### src/sv/pcpd_pkg.sv
package pcpd_pkg;

    localparam logic [7:0] TERMINATOR_BYTE = 8'd255;

    localparam logic [0:0] CFG_PICTURE_WIDTH  = 1'd0;
    localparam logic [0:0] CFG_PICTURE_HEIGHT = 1'd1;

    localparam logic [15:0] PICTURE_WIDTH_RESET  = 16'd64;
    localparam logic [15:0] PICTURE_HEIGHT_RESET = 16'd128;

    localparam logic KIND_BEGIN = 1'b0;
    localparam logic KIND_DATA  = 1'b1;

    typedef enum logic [5:0] {
        PH_IDLE   = 6'b000001,
        PH_TOP    = 6'b000010,
        PH_LEN    = 6'b000100,
        PH_PAD1   = 6'b001000,
        PH_PIXELS = 6'b010000,
        PH_PAD2   = 6'b100000
    } phase_t;

    typedef struct packed {
        logic        kind;
        logic [15:0] column_index;
        logic [7:0]  data_byte;
    } pcpd_item_t;

    typedef struct packed {
        logic        valid;
        logic [15:0] pixel_column;
        logic [8:0]  pixel_row;
        logic [7:0]  palette_index;
        logic        end_of_column;
    } pcpd_result_t;

endpackage

### src/sv/pcpd_parser.sv
module pcpd_parser
    import pcpd_pkg::*;
(
    input  logic         clk,
    input  logic         rst_n,
    input  logic         step,
    input  pcpd_item_t   item,
    input  logic [15:0]  picture_width,
    input  logic [15:0]  picture_height,
    output pcpd_result_t result
);

    phase_t      phase_reg, phase_next;
    logic [15:0] column_reg, column_next;
    logic [7:0]  top_row_reg, top_row_next;
    logic [7:0]  length_reg, length_next;
    logic [7:0]  done_reg, done_next;

    logic [8:0]  row;
    logic        visible;

    assign row     = {1'b0, top_row_reg} + {1'b0, done_reg};
    assign visible = (column_reg < picture_width) && ({7'd0, row} < picture_height);

    always_comb
    begin
        phase_next   = phase_reg;
        column_next  = column_reg;
        top_row_next = top_row_reg;
        length_next  = length_reg;
        done_next    = done_reg;

        result.valid         = 1'b0;
        result.pixel_column  = column_reg;
        result.pixel_row     = row;
        result.palette_index = item.data_byte;
        result.end_of_column = 1'b0;

        if (item.kind == KIND_BEGIN)
        begin
            column_next  = item.column_index;
            top_row_next = 8'd0;
            length_next  = 8'd0;
            done_next    = 8'd0;
            phase_next   = PH_TOP;
        end
        else
        begin
            unique case (phase_reg)
                PH_IDLE:
                begin
                    phase_next = PH_IDLE;
                end
                PH_TOP:
                begin
                    if (item.data_byte == TERMINATOR_BYTE)
                    begin
                        result.valid         = 1'b1;
                        result.pixel_row     = 9'd0;
                        result.palette_index = 8'd0;
                        result.end_of_column = 1'b1;
                        phase_next           = PH_IDLE;
                    end
                    else
                    begin
                        top_row_next = item.data_byte;
                        phase_next   = PH_LEN;
                    end
                end
                PH_LEN:
                begin
                    length_next = item.data_byte;
                    done_next   = 8'd0;
                    phase_next  = PH_PAD1;
                end
                PH_PAD1:
                begin
                    phase_next = (length_reg == 8'd0) ? PH_PAD2 : PH_PIXELS;
                end
                PH_PIXELS:
                begin
                    done_next    = done_reg + 8'd1;
                    result.valid = visible;
                    if (done_next >= length_reg)
                    begin
                        phase_next = PH_PAD2;
                    end
                end
                PH_PAD2:
                begin
                    phase_next = PH_TOP;
                end
                default:
                begin
                    phase_next = PH_IDLE;
                end
            endcase
        end
    end

    always_ff @(posedge clk or negedge rst_n)
    begin
        if (!rst_n)
        begin
            phase_reg   <= PH_IDLE;
            column_reg  <= 16'd0;
            top_row_reg <= 8'd0;
            length_reg  <= 8'd0;
            done_reg    <= 8'd0;
        end
        else if (step)
        begin
            phase_reg   <= phase_next;
            column_reg  <= column_next;
            top_row_reg <= top_row_next;
            length_reg  <= length_next;
            done_reg    <= done_next;
        end
    end

endmodule

### src/sv/patch_column_post_decoder.sv
// Column post decoder for a column-based picture.
// Input stream (s_axis): tuser = kind (0 begin column, 1 data byte); on a begin
// beat tdata[15:0] names the column, on a data beat tdata[23:16] is one raw
// column byte. A column is a series of posts (top row, length, pad, pixels,
// pad) closed by the top-row byte 255.
// Output stream (m_axis): one beat per pixel inside the configured picture,
// tdata = {pad, palette_index, pixel_row, pixel_column}; the terminator gives a
// beat with tlast high, row and palette zero. Other bytes give no beat.
// Config channel: cfg_index 0 = picture_width, 1 = picture_height, written
// with cfg_valid/cfg_ready; cfg_ready is always high. Write only while idle.
// A result reaches m_axis via the input register, then the result register.
// Throughput: one input beat per cycle while the receiver does not stall, set
// by the single-step parser between the two registers.
// Reset clears the parser to idle (data before a begin is ignored), empties
// both registers and loads width 64 and height 128.
// When the receiver stalls, the result register holds its beat and the input
// register takes one more beat before s_axis_tready falls.
module patch_column_post_decoder
    import pcpd_pkg::*;
(
    input  logic        clk,
    input  logic        rst_n,
    input  logic        s_axis_tvalid,
    output logic        s_axis_tready,
    input  logic [23:0] s_axis_tdata,   // column_index[15:0], data_byte[23:16]
    input  logic        s_axis_tuser,   // kind
    output logic        m_axis_tvalid,
    input  logic        m_axis_tready,
    output logic [39:0] m_axis_tdata,   // pixel_column[15:0], pixel_row[24:16],
                                        // palette_index[32:25], zero[39:33]
    output logic        m_axis_tlast,
    input  logic        cfg_valid,
    output logic        cfg_ready,
    input  logic [0:0]  cfg_index,
    input  logic [15:0] cfg_data
);

    logic [15:0]  width_reg;
    logic [15:0]  height_reg;
    logic         in_valid_reg;
    pcpd_item_t   in_reg;
    logic         out_valid_reg;
    pcpd_result_t out_reg;
    pcpd_result_t result;
    logic         out_free;
    logic         step;
    logic         s_accept;

    assign cfg_ready     = 1'b1;
    assign out_free      = !out_valid_reg || m_axis_tready;
    assign s_axis_tready = !in_valid_reg || out_free;
    assign step          = in_valid_reg && out_free;
    assign s_accept      = s_axis_tvalid && s_axis_tready;

    always_ff @(posedge clk or negedge rst_n)
    begin
        if (!rst_n)
        begin
            width_reg  <= PICTURE_WIDTH_RESET;
            height_reg <= PICTURE_HEIGHT_RESET;
        end
        else if (cfg_valid && cfg_ready)
        begin
            unique case (cfg_index)
                CFG_PICTURE_WIDTH:  width_reg  <= cfg_data;
                CFG_PICTURE_HEIGHT: height_reg <= cfg_data;
                default:            width_reg  <= width_reg;
            endcase
        end
    end

    always_ff @(posedge clk or negedge rst_n)
    begin
        if (!rst_n)
        begin
            in_valid_reg <= 1'b0;
        end
        else if (s_accept)
        begin
            in_valid_reg <= 1'b1;
        end
        else if (step)
        begin
            in_valid_reg <= 1'b0;
        end
    end

    always_ff @(posedge clk)
    begin
        if (s_accept)
        begin
            in_reg.kind         <= s_axis_tuser;
            in_reg.column_index <= s_axis_tdata[15:0];
            in_reg.data_byte    <= s_axis_tdata[23:16];
        end
    end

    pcpd_parser u_parser (
        .clk            (clk),
        .rst_n          (rst_n),
        .step           (step),
        .item           (in_reg),
        .picture_width  (width_reg),
        .picture_height (height_reg),
        .result         (result)
    );

    always_ff @(posedge clk or negedge rst_n)
    begin
        if (!rst_n)
        begin
            out_valid_reg <= 1'b0;
        end
        else if (step)
        begin
            out_valid_reg <= result.valid;
        end
        else if (m_axis_tready)
        begin
            out_valid_reg <= 1'b0;
        end
    end

    always_ff @(posedge clk)
    begin
        if (step && result.valid)
        begin
            out_reg <= result;
        end
    end

    assign m_axis_tvalid = out_valid_reg;
    assign m_axis_tdata  = {7'd0, out_reg.palette_index, out_reg.pixel_row,
                            out_reg.pixel_column};
    assign m_axis_tlast  = out_reg.end_of_column;

endmodule

### config.mk
export PLATFORM = sky130hd
export DESIGN_NAME = patch_column_post_decoder
export DESIGN_NICKNAME = d
export VERILOG_FILES = /design/src/sv/pcpd_pkg.sv /design/src/sv/pcpd_parser.sv /design/src/sv/patch_column_post_decoder.sv
export SDC_FILE = /design/constraint.sdc
export NUM_CORES = 1
export LEC_CHECK = 0
export BUFFER_PORTS_ARGS = -buffer_cell sky130_fd_sc_hd__buf_2
export CAP_MARGIN = 5
export CORE_UTILIZATION = 35
export CTS_CLUSTER_DIAMETER = 100
export DETAILED_ROUTE_END_ITERATION = 8
export PLACE_DENSITY_LB_ADDON = 0.1
export SYNTH_ARGS = -nofsm -noshare
export SYNTH_HDL_FRONTEND = slang
export SYNTH_SLANG_ARGS = --single-unit
### constraint.sdc
create_clock -name clk -period 7.1 [get_ports clk]
set_input_delay 1.775 -clock clk [delete_from_list [all_inputs] [get_ports clk]]
set_output_delay 1.775 -clock clk [all_outputs]
set_load 0.02 [all_outputs]
---- After elaboration in Yosys (flattened, before gate mapping) ----
Cells that the tools add are included.
storage, ports and cells
  flip-flop bits (word level) ............. 139
  output and inout port bits .............. 44
  bits of input ports ..................... 47
  word-level logic and storage cells ...... 75
cells by class
  $lt $le $gt $ge ......................... 3
  add/subtract/negate cells ............... 2
  equal/unequal tests ..................... 11
  bitwise gates (word level) .............. 2
  reduce and logical (&&, ||, !) cells .... 19
  mux-type cells .......................... 22
operator list
  operator                                                                 number
  18-bit 2-to-1 mux                                                        3
  8-bit 2-to-1 mux                                                         6
  6-bit case mux with 5 select lines                                       1
  6-bit 2-to-1 mux                                                         3
  16-bit < comparator                                                      1
  9-bit by 16-bit < comparator with 1-bit output                           1
  8-bit case mux with 2 select lines                                       1
  2-bit AND reduction                                                      7
  8-bit by 8-bit adder with 9-bit output                                   1
  8-bit by 1-bit adder with 8-bit output, second input constant            1
  8-bit equality test, second input constant                               1
  8-bit >= comparator                                                      1
  8-bit zero test                                                          1
  6-bit by 2-bit equality test with 1-bit output, second input constant    1
  6-bit by 3-bit equality test with 1-bit output, second input constant    1
  6-bit by 4-bit equality test with 1-bit output, second input constant    1
  6-bit by 5-bit equality test with 1-bit output, second input constant    1
  6-bit equality test, second input constant                               1
  1-bit 2-to-1 mux                                                         6
  1-bit logical AND                                                        4
  2-bit by 1-bit inequality test with 1-bit output, second input constant  2
  2-bit nonzero test                                                       2
  3-bit 2-to-1 mux                                                         1
  3-bit by 1-bit inequality test with 1-bit output, second input constant  1
  7 further kinds                                                          10

---- Depth between registers and ports, before layout ----
Gate-level depths: netlist (run 1).
  word-level depth ........................ 6
  mapped depth ............................ 14
  mapped depth without buffers ............ 14

---- Modules after synthesis ----
A second synthesis (run 1) with hierarchy kept.
second synthesis, totals
  cell total of the unflattened synthesis .. 492
  area total of the unflattened synthesis .. 6458.7 um^2
modules (own cells, without submodules)
  module                     area each (um^2)  cells an instance  sequential area each (um^2)  times used
  pcpd_parser                3273.1            344                1152.4                       1
  patch_column_post_decoder  3185.6            148                2625.0                       1

---- Least setup slack after synthesis (run 1) ----
Ideal clock, no wire load.
  path kind ............................... reg2reg
  start point ............................. register u_parser.done_reg[0]
  end point ............................... register out_reg, in the netlist m_axis_tdata[0] (enable)
  clock period less this slack ............ 4.943 ns
  arrival ................................. 4.495 ns
  data required time ...................... 6.652 ns
  path buffers ............................ 0
  setup slack ............................. 2.157 ns
  cell stages (with the launch flop) ...... 12
  library setup time ...................... 0.448 ns
  cell sequence ........................... dfrtp_1 > ha_1 > fa_1 > a21o_1 > a21oi_1 > o21ai_0 > a311oi_1 > nor2_1 > ha_1 > a311oi_1 > o41ai_1 > o41ai_2
on the way
  longest elaborated chain between the ends .. 6
RTL lines
  item                                            line                              source
  from (decl)                                     pcpd_parser.sv:17                 logic [7:0] done_reg, done_next;
  from (signal assigned)                          pcpd_parser.sv:117                done_reg <= done_next;
  8-bit by 8-bit adder with 9-bit output          pcpd_parser.sv:22                 assign row = {1'b0, top_row_reg} + {1'b0, done_reg};
  9-bit by 16-bit < comparator with 1-bit output  pcpd_parser.sv:23                 assign visible = (column_reg < picture_width) && ({7'd0, row} < picture_height);
  1-bit logical AND                               pcpd_parser.sv:23
  1-bit case mux with 2 select lines              pcpd_parser.sv:49                 unique case (phase_reg)
  1-bit 2-to-1 mux                                pcpd_parser.sv:39                 if (item.kind == KIND_BEGIN)
  1-bit logical AND                               patch_column_post_decoder.sv:126  if (step && result.valid)
  to (signal assigned)                            patch_column_post_decoder.sv:128  out_reg <= result;
  to (decl)                                       patch_column_post_decoder.sv:43   pcpd_result_t out_reg;
No other way between the ends.
A chain may end at the register's enable or synchronous reset.

---- Worst setup path after layout (run 1) ----
  start point ............................. register u_parser.done_reg[0]
  end point ............................... register out_reg, in the netlist m_axis_tdata[1] (enable)
Same word-level chain as after synthesis.

==> results_dict.tcl, run 1 <==
set metrics [dict create \
    grt_antenna_before_repair 0 \
    grt_max_degree 80 \
    holdBufCountCts 0 \
    first_iter_violations 186 \
    htreeDepth 4 \
    hold_ws_ns 0.475 \
    finalSetupTns_ns 0 \
    worst-slew-pin-transition_ns 1.26 \
    drc_errors 0 \
    crit_type "flop to flop" \
    first_global_vias 4124 \
    seq_area_frac_synth_pct 60.0 \
    hold_viol 0 \
    synth_cell_types 53 \
    critPathMaxFanout 19 \
    synth_area_um2 6290 \
    hp-class "flop to flop" \
    setup_viol 0 \
    cp-startpoint "u_parser.done_reg[0]" \
    viasPerCell 4.86 \
    slew_viol_final 0 \
    rsz0062_at_grt "no" \
    synth_warnings 0 \
    rr_startpoint "u_parser.done_reg[0]" \
    required_ns 7.20 \
    cap_viol_max_count 0 \
    async_flop_share_pct 57.6 \
    ios 91 \
    cp-end-kind "flop" \
    ant_nets 0 \
    ctsResizeCount 0 \
    dpl.hpwl_mm 10.1 \
    fmax_ghz 0.213 \
    place_congestion 0.855 \
    rows 48 \
    clock_skew_ns 0.00866 \
    synth_seq_cells 139 \
    postCtsSetupRepairBufs 0 \
    status "complete, no violations" \
    core_um2 17400 \
    wire_per_inst_um 16.6 \
    drive_above_1_share_pct 26.9 \
    slew_headroom_pct 15.8 \
    cts_buffers 17 \
    worstHoldStart "in_reg[10]" \
    diodes 0 \
    dieArea_um2 18500 \
    insertion_delay_ns 0.41 \
    largest_reg_flops 33 \
    area_growth_syn_to_layout_pct 20.1 \
    p_leak_nw 3.32 \
    fillers 1631 \
    arrival_ns 4.80 \
    fp.dieW_um 136 \
    grt_usage_pct 16.2 \
    die-height_um 136 \
    synth_cells 490 \
    min_period_ns 4.71 \
    postSynthAreaPerCell_um2 12.8 \
    vias 3998 \
    ir_worst_vdd_uv 162 \
    io_buffers 82 \
    grt_pass1_wl_mm 22.2 \
    initial_core_util_pct 36.1 \
    p_total_mw 2.10 \
    cts.path.max_buffers 2 \
    powerDensity_nw_per_um2 277 \
    synth-edff-count 59 \
    cts_tree "built" \
    layout.nets 673 \
    cts-root-buf "clkbuf_16" \
    min_period_over_period_pct 66.3 \
    totalWireLength_mm 13.7 \
    dr.pass1.iters 4 \
    cts.sinks 139 \
    clk_pin_slew_ns 0.06 \
    cp-start-kind "flop" \
    grt-ovfl-total 0 \
    synthFlopType "dfrtp_1" \
]
power breakdown:
part,internal [mW],switching (mW),leakage [nW]
sequential,0.917,0.0496,1.55
combinational,0.110,0.130,1.48
clock,0.536,0.354,0.292
cell families after synthesis:
kind of cell / after synthesis / synth area share (%)
simple gates: 117 / 9.77
flops: 139 / 60.0
buf+inv: 54 / 3.76
xor+xnor: 13 / 1.81
fa+ha+maj: 41 / 8.27
mux: 34 / 6.09
compound gates: 90 / 10.1
other cells: 2 / 0.119
worst max-delay path, stage by stage, from the launching register on:
cell,delay [ns]
dfrtp_1,0.46
ha_1,0.26
fa_1,0.41
a21o_1,0.20
a21oi_1,0.21
o21ai_0,0.13
a311oi_1,0.39
nor2_1,0.10
ha_1,0.20
a311oi_1,0.29
o41ai_1,0.19
o41ai_4,1.13
buf_4,0.41
cells in the final DEF (no fill, tap or decap), types with 4 or more instances in the layout:
| cell type | count |
|---|---|
| a211oi_1 | 4 |
| a21o_1 | 5 |
| a21oi_1 | 12 |
| a22o_1 | 16 |
| a32o_1 | 4 |
| and2_1 | 6 |
| buf_2 | 81 |
| buf_4 | 6 |
| clkbuf_16 | 17 |
| conb_1 | 8 |
| dfrtp_1 | 77 |
| edfxtp_1 | 59 |
| ha_1 | 40 |
| inv_1 | 37 |
| inv_6 | 6 |
| mux2_2 | 33 |
| nand2_1 | 36 |
| nand2b_1 | 7 |
| nand3_1 | 7 |
| nand4_1 | 7 |
| nor2_1 | 21 |
| nor2b_1 | 15 |
| o21ai_0 | 29 |
| xnor2_1 | 7 |
| xor2_1 | 6 |
metal layers:
layer | up-vias | routed length (um) | track usage, % | part of all wire [%]
li1 | 1953 | - | - | -
met1 | 1928 | 6960 | 23.8 | 51
met2 | 103 | 5890 | 22.8 | 43
met3 | 14 | 643 | 3.77 | 4.7
met4 | 0 | 201 | 6.30 | 1.5
met5 | - | 0 | 0 | 0
Yosys cell counts, types with 2 or more instances:
master,count,area [um2]
dfrtp_1,77,1930
edfxtp_1,59,1770
ha_1,40,500
inv_1,37,139
nand2_1,36,135
mux2_2,33,372
o21ai_0,29,145
nor2_1,21,78.8
a22o_1,16,140
nor2b_1,15,93.8
a21oi_1,12,60.1
buf_4,8,60.1
nand2b_1,7,43.8
nand3_1,7,35.0
nand4_1,7,43.8
xnor2_1,7,61.3
and2_1,6,37.5
clkbuf_1,6,22.5
xor2_1,6,52.6
a21o_1,5,37.5
a211oi_1,4,30.0
a32o_1,4,40.0
buf_2,3,15.0
dfstp_2,3,78.8
nor3_1,3,15.0
nor4_1,3,18.8
or2_2,3,18.8
a311oi_1,2,17.5
a32oi_1,2,17.5
conb_1,2,7.51
nand4b_1,2,17.5
nor3b_1,2,15.0
o21a_1,2,15.0
o21bai_1,2,15.0
per-stage QoR:
stage	util (%)	instances	setup WS (ns)	instance area, um2
floorplan	-	496	2.16	6310
global placement	40.0	791	2.57	6960
detailed placement	40.0	791	2.49	6960
CTS	43.4	823	2.45	7560
global route	43.4	823	2.04	7560
finish	43.4	823	2.39	7560
final cells by class:
class | count | area (um2) | area share (%)
Tap cell | 225 | 282 | 3.73
Inverter | 37 | 139 | 1.84
Multi-Input combinational cell | 303 | 2310 | 30.6
Timing Repair Buffer | 87 | 450 | 5.96
Sequential cell | 139 | 3780 | 50.0
Clock inverter | 13 | 154 | 2.04
Clock buffer | 19 | 443 | 5.86
final timing paths:
check                                          to  slack [ns]  depth (start not counted)
setup reg to reg                  m_axis_tdata[1]        2.39                         12
max in group asynchronous           height_reg[0]        4.77                          2
hold / removal             u_parser.column_reg[2]        0.47                          1
hold reg to reg            u_parser.column_reg[2]        0.47                          1
setup / recovery                  m_axis_tdata[1]        2.39                         12
min in group asynchronous            in_valid_reg        1.13                          1
Power figures use the tool's default switching activity.
==> run 2, diff against run 1 <==
ABC_AREA = 1   (was unset)
clock period = 3.95 ns   (was 7.1 ns; I/O delays follow)
==> run 2 against run 1 <==
The run now ends with design-rule violations left. Sequential power rose by 77%. Worst setup slack got worse by 1.8 ns. Sequential cell count did not move. Register-to-register slack got worse by 1.8 ns. Total power rose by 92%. Non-clock buffer count fell by 3. Core utilization barely moved. Final cell count rose by 21%. Final area rose by 4.5%. Via count rose by 15%. Critical path type unchanged. Highest routed layer unchanged.
==> results_dict.tcl, run 2 <==
set metrics [dict create \
    cts.path.max_buffers 2 \
    finalSetupTns_ns 0 \
    die-height_um 139 \
    final_cell_mix "nand2_1, inv_1, buf_2" \
    hold_viol 0 \
    fp.dieW_um 139 \
    totalWireLength_mm 14.2 \
    grt_usage_pct 15.9 \
    synth_area_leaders "dfrtp_1, edfxtp_1, nand2_1" \
    rr_startpoint "u_parser.done_reg[0]" \
    place_area_um2 7210 \
    rows 49 \
    setup_slack_ns 0.545 \
    htreeDepth 4 \
    postSynthAreaPerCell_um2 9.92 \
    initial_core_util_pct 36.2 \
    cts.sinks 139 \
    largest_reg_flops 33 \
    max_stage_delay_ns 0.43 \
    drc_errors 4 \
    dpl.hpwl_mm 10.5 \
    critPathMaxFanout 34 \
    cts_tree "built" \
    seq_area_frac_synth_pct 57.3 \
    first_global_vias 4682 \
    clock_skew_ns 0.00911 \
    cp-startpoint "u_parser.done_reg[0]" \
    setup_viol 0 \
    diodes 0 \
    arrival_ns 3.51 \
    slew_headroom_pct 30.3 \
    clk_pin_slew_ns 0.06 \
    synth_seq_cells 139 \
    final_area_um2 7900 \
    ys_top_cells_by_count "nand2_1, inv_1, dfrtp_1" \
    cts_buffers 17 \
    worstHoldStart "in_reg[11]" \
    async_flop_share_pct 57.6 \
    synthFlopType "dfrtp_1" \
    required_ns 4.06 \
    core_um2 18200 \
    ctsResizeCount 0 \
    fmax_ghz 0.294 \
    violations "design-rule violations" \
    reg2regPathDepth 19 \
    slew_viol_final 0 \
    first_iter_violations 248 \
    final_common_cell "nand2_1" \
    grt_max_degree 81 \
    worst-slew-pin-transition_ns 1.05 \
    cp-end-kind "flop" \
    rsz0062_at_grt "no" \
    crit_type "flop to flop" \
    synth_warnings 0 \
    powerDensity_nw_per_um2 510 \
    p_leak_nw 3.83 \
    vias 4590 \
    postCtsSetupRepairBufs 0 \
    crit_slowest_cell "dfrtp_1" \
    cts-root-buf "clkbuf_16" \
    status "finished with violations" \
    io_buffers 82 \
    ant_nets 0 \
    layout.nets 841 \
    grt_antenna_before_repair 0 \
    dieArea_um2 19400 \
    grt-ovfl-total 0 \
    synth_area_um2 6590 \
    dp_slack_ns 0.549 \
    synth.most_common_cell "nand2_1" \
    place_congestion 0.807 \
    synth-edff-count 59 \
    crit_path_frequent_cell "nand2_1" \
    min_period_over_period_pct 86.2 \
    cp-start-kind "flop" \
    hold_depth 2 \
    area_growth_syn_to_layout_pct 19.8 \
    holdBufCountCts 0 \
    wire_per_inst_um 14.2 \
    crit_chain "ha_1, fa_1, nand3_1, nand2_1, a21oi_1, o21bai_1, xor2_1, inv_1, ha_1, nand2_1, nor2_1, nor3_1, nand2_1, nand2_1, nand3_1, nand2_1, nand2_1, inv_1, buf_12" \
    dr.pass1.iters 6 \
    synth_cell_types 44 \
    fillers 1763 \
    grt_pass1_wl_mm 23.7 \
    min_period_ns 3.40 \
    cap_viol_max_count 0 \
    insertion_delay_ns 0.42 \
    yosysTopAreaCell "dfrtp_1" \
    synth_cells 664 \
    hp-class "flop to flop" \
    ios 91 \
    yosysTopAreaCellShare_pct 29.2 \
    drive_above_1_share_pct 21.1 \
    viasPerCell 4.61 \
    ir_worst_vdd_uv 306 \
]
## run 2: cell count changes after synthesis, sizes merged, moves of 7 or more
cell,previous run,this run
mux2,34,0
nand2b,7,0
nand2,36,172
nand3,7,15
a21oi,12,20
nor2b,15,0
a22o,16,0
nor2,21,44
o21ai,30,65
inv,37,106
## run 2: path summary, 6_finish.rpt
check / end / slack [ns]
max: m_axis_tlast / 0.55
min: u_parser.column_reg[3] / 0.45
max reg2reg: m_axis_tlast / 0.55
min reg2reg: u_parser.column_reg[3] / 0.45
max in group asynchronous: height_reg[12] / 2.52
min in group asynchronous: u_parser.length_reg[5] / 0.73
## run 2: cell type report
type / instances / area, um2 / share of cell area [%]
clock buffer: 23 / 510 / 6.46
clock inverter: 9 / 179 / 2.27
inverter: 106 / 398 / 5.04
multi-input combinational: 405 / 2300 / 29.2
sequential: 139 / 3780 / 47.8
tap: 229 / 287 / 3.63
timing repair buffer: 84 / 440 / 5.58
## run 2: kinds of logic after synthesis
kind of cell / synth area share (%)
simple gates: 17.2
flops: 57.3
buf+inv: 8.05
compound gates: 8.26
fa+ha+maj: 7.90
xor+xnor: 1.20
other cells: 0.114
## run 2: critical path, delay by kind of cell, from the launching register on
kind	cells	cell delay, ns
AND/OR/NAND/NOR	10	0.87
buffers and inverters	3	0.42
adder cells (fa/ha/maj)	3	0.94
flip-flops	1	0.43
XOR/XNOR	1	0.19
AO/OA/AOI/OAI	2	0.25
## run 2: per-layer routing
| metal | track usage, % | vias up | routed length, um |
|---|---|---|---|
| met5 | 0 | - | 0 |
| met4 | 6.61 | 0 | 279 |
| met3 | 3.17 | 21 | 528 |
| met2 | 25.5 | 103 | 6540 |
| met1 | 21.0 | 2143 | 6810 |
| li1 | - | 2323 | - |
## run 2: per-stage QoR
step | hold WS (ns) | power, mW | std cells | util (%)
floorplan | 0.425 | 2.07 | 670 | -
global placement | 0.429 | 2.21 | 963 | 39.6
detailed placement | 0.436 | 2.23 | 963 | 39.6
CTS | 0.451 | 4.08 | 995 | 43.4
global route | 0.476 | 4.23 | 995 | 43.4
finish | 0.447 | 4.03 | 995 | 43.4
## run 2: where the power goes
part / leakage [nW] / switching, mW / internal (mW) / total [mW]
registers: 1.57 / 0.0776 / 1.64 / 1.71
clock network: 0.330 / 0.606 / 1.23 / 1.84
logic: 1.93 / 0.300 / 0.179 / 0.479
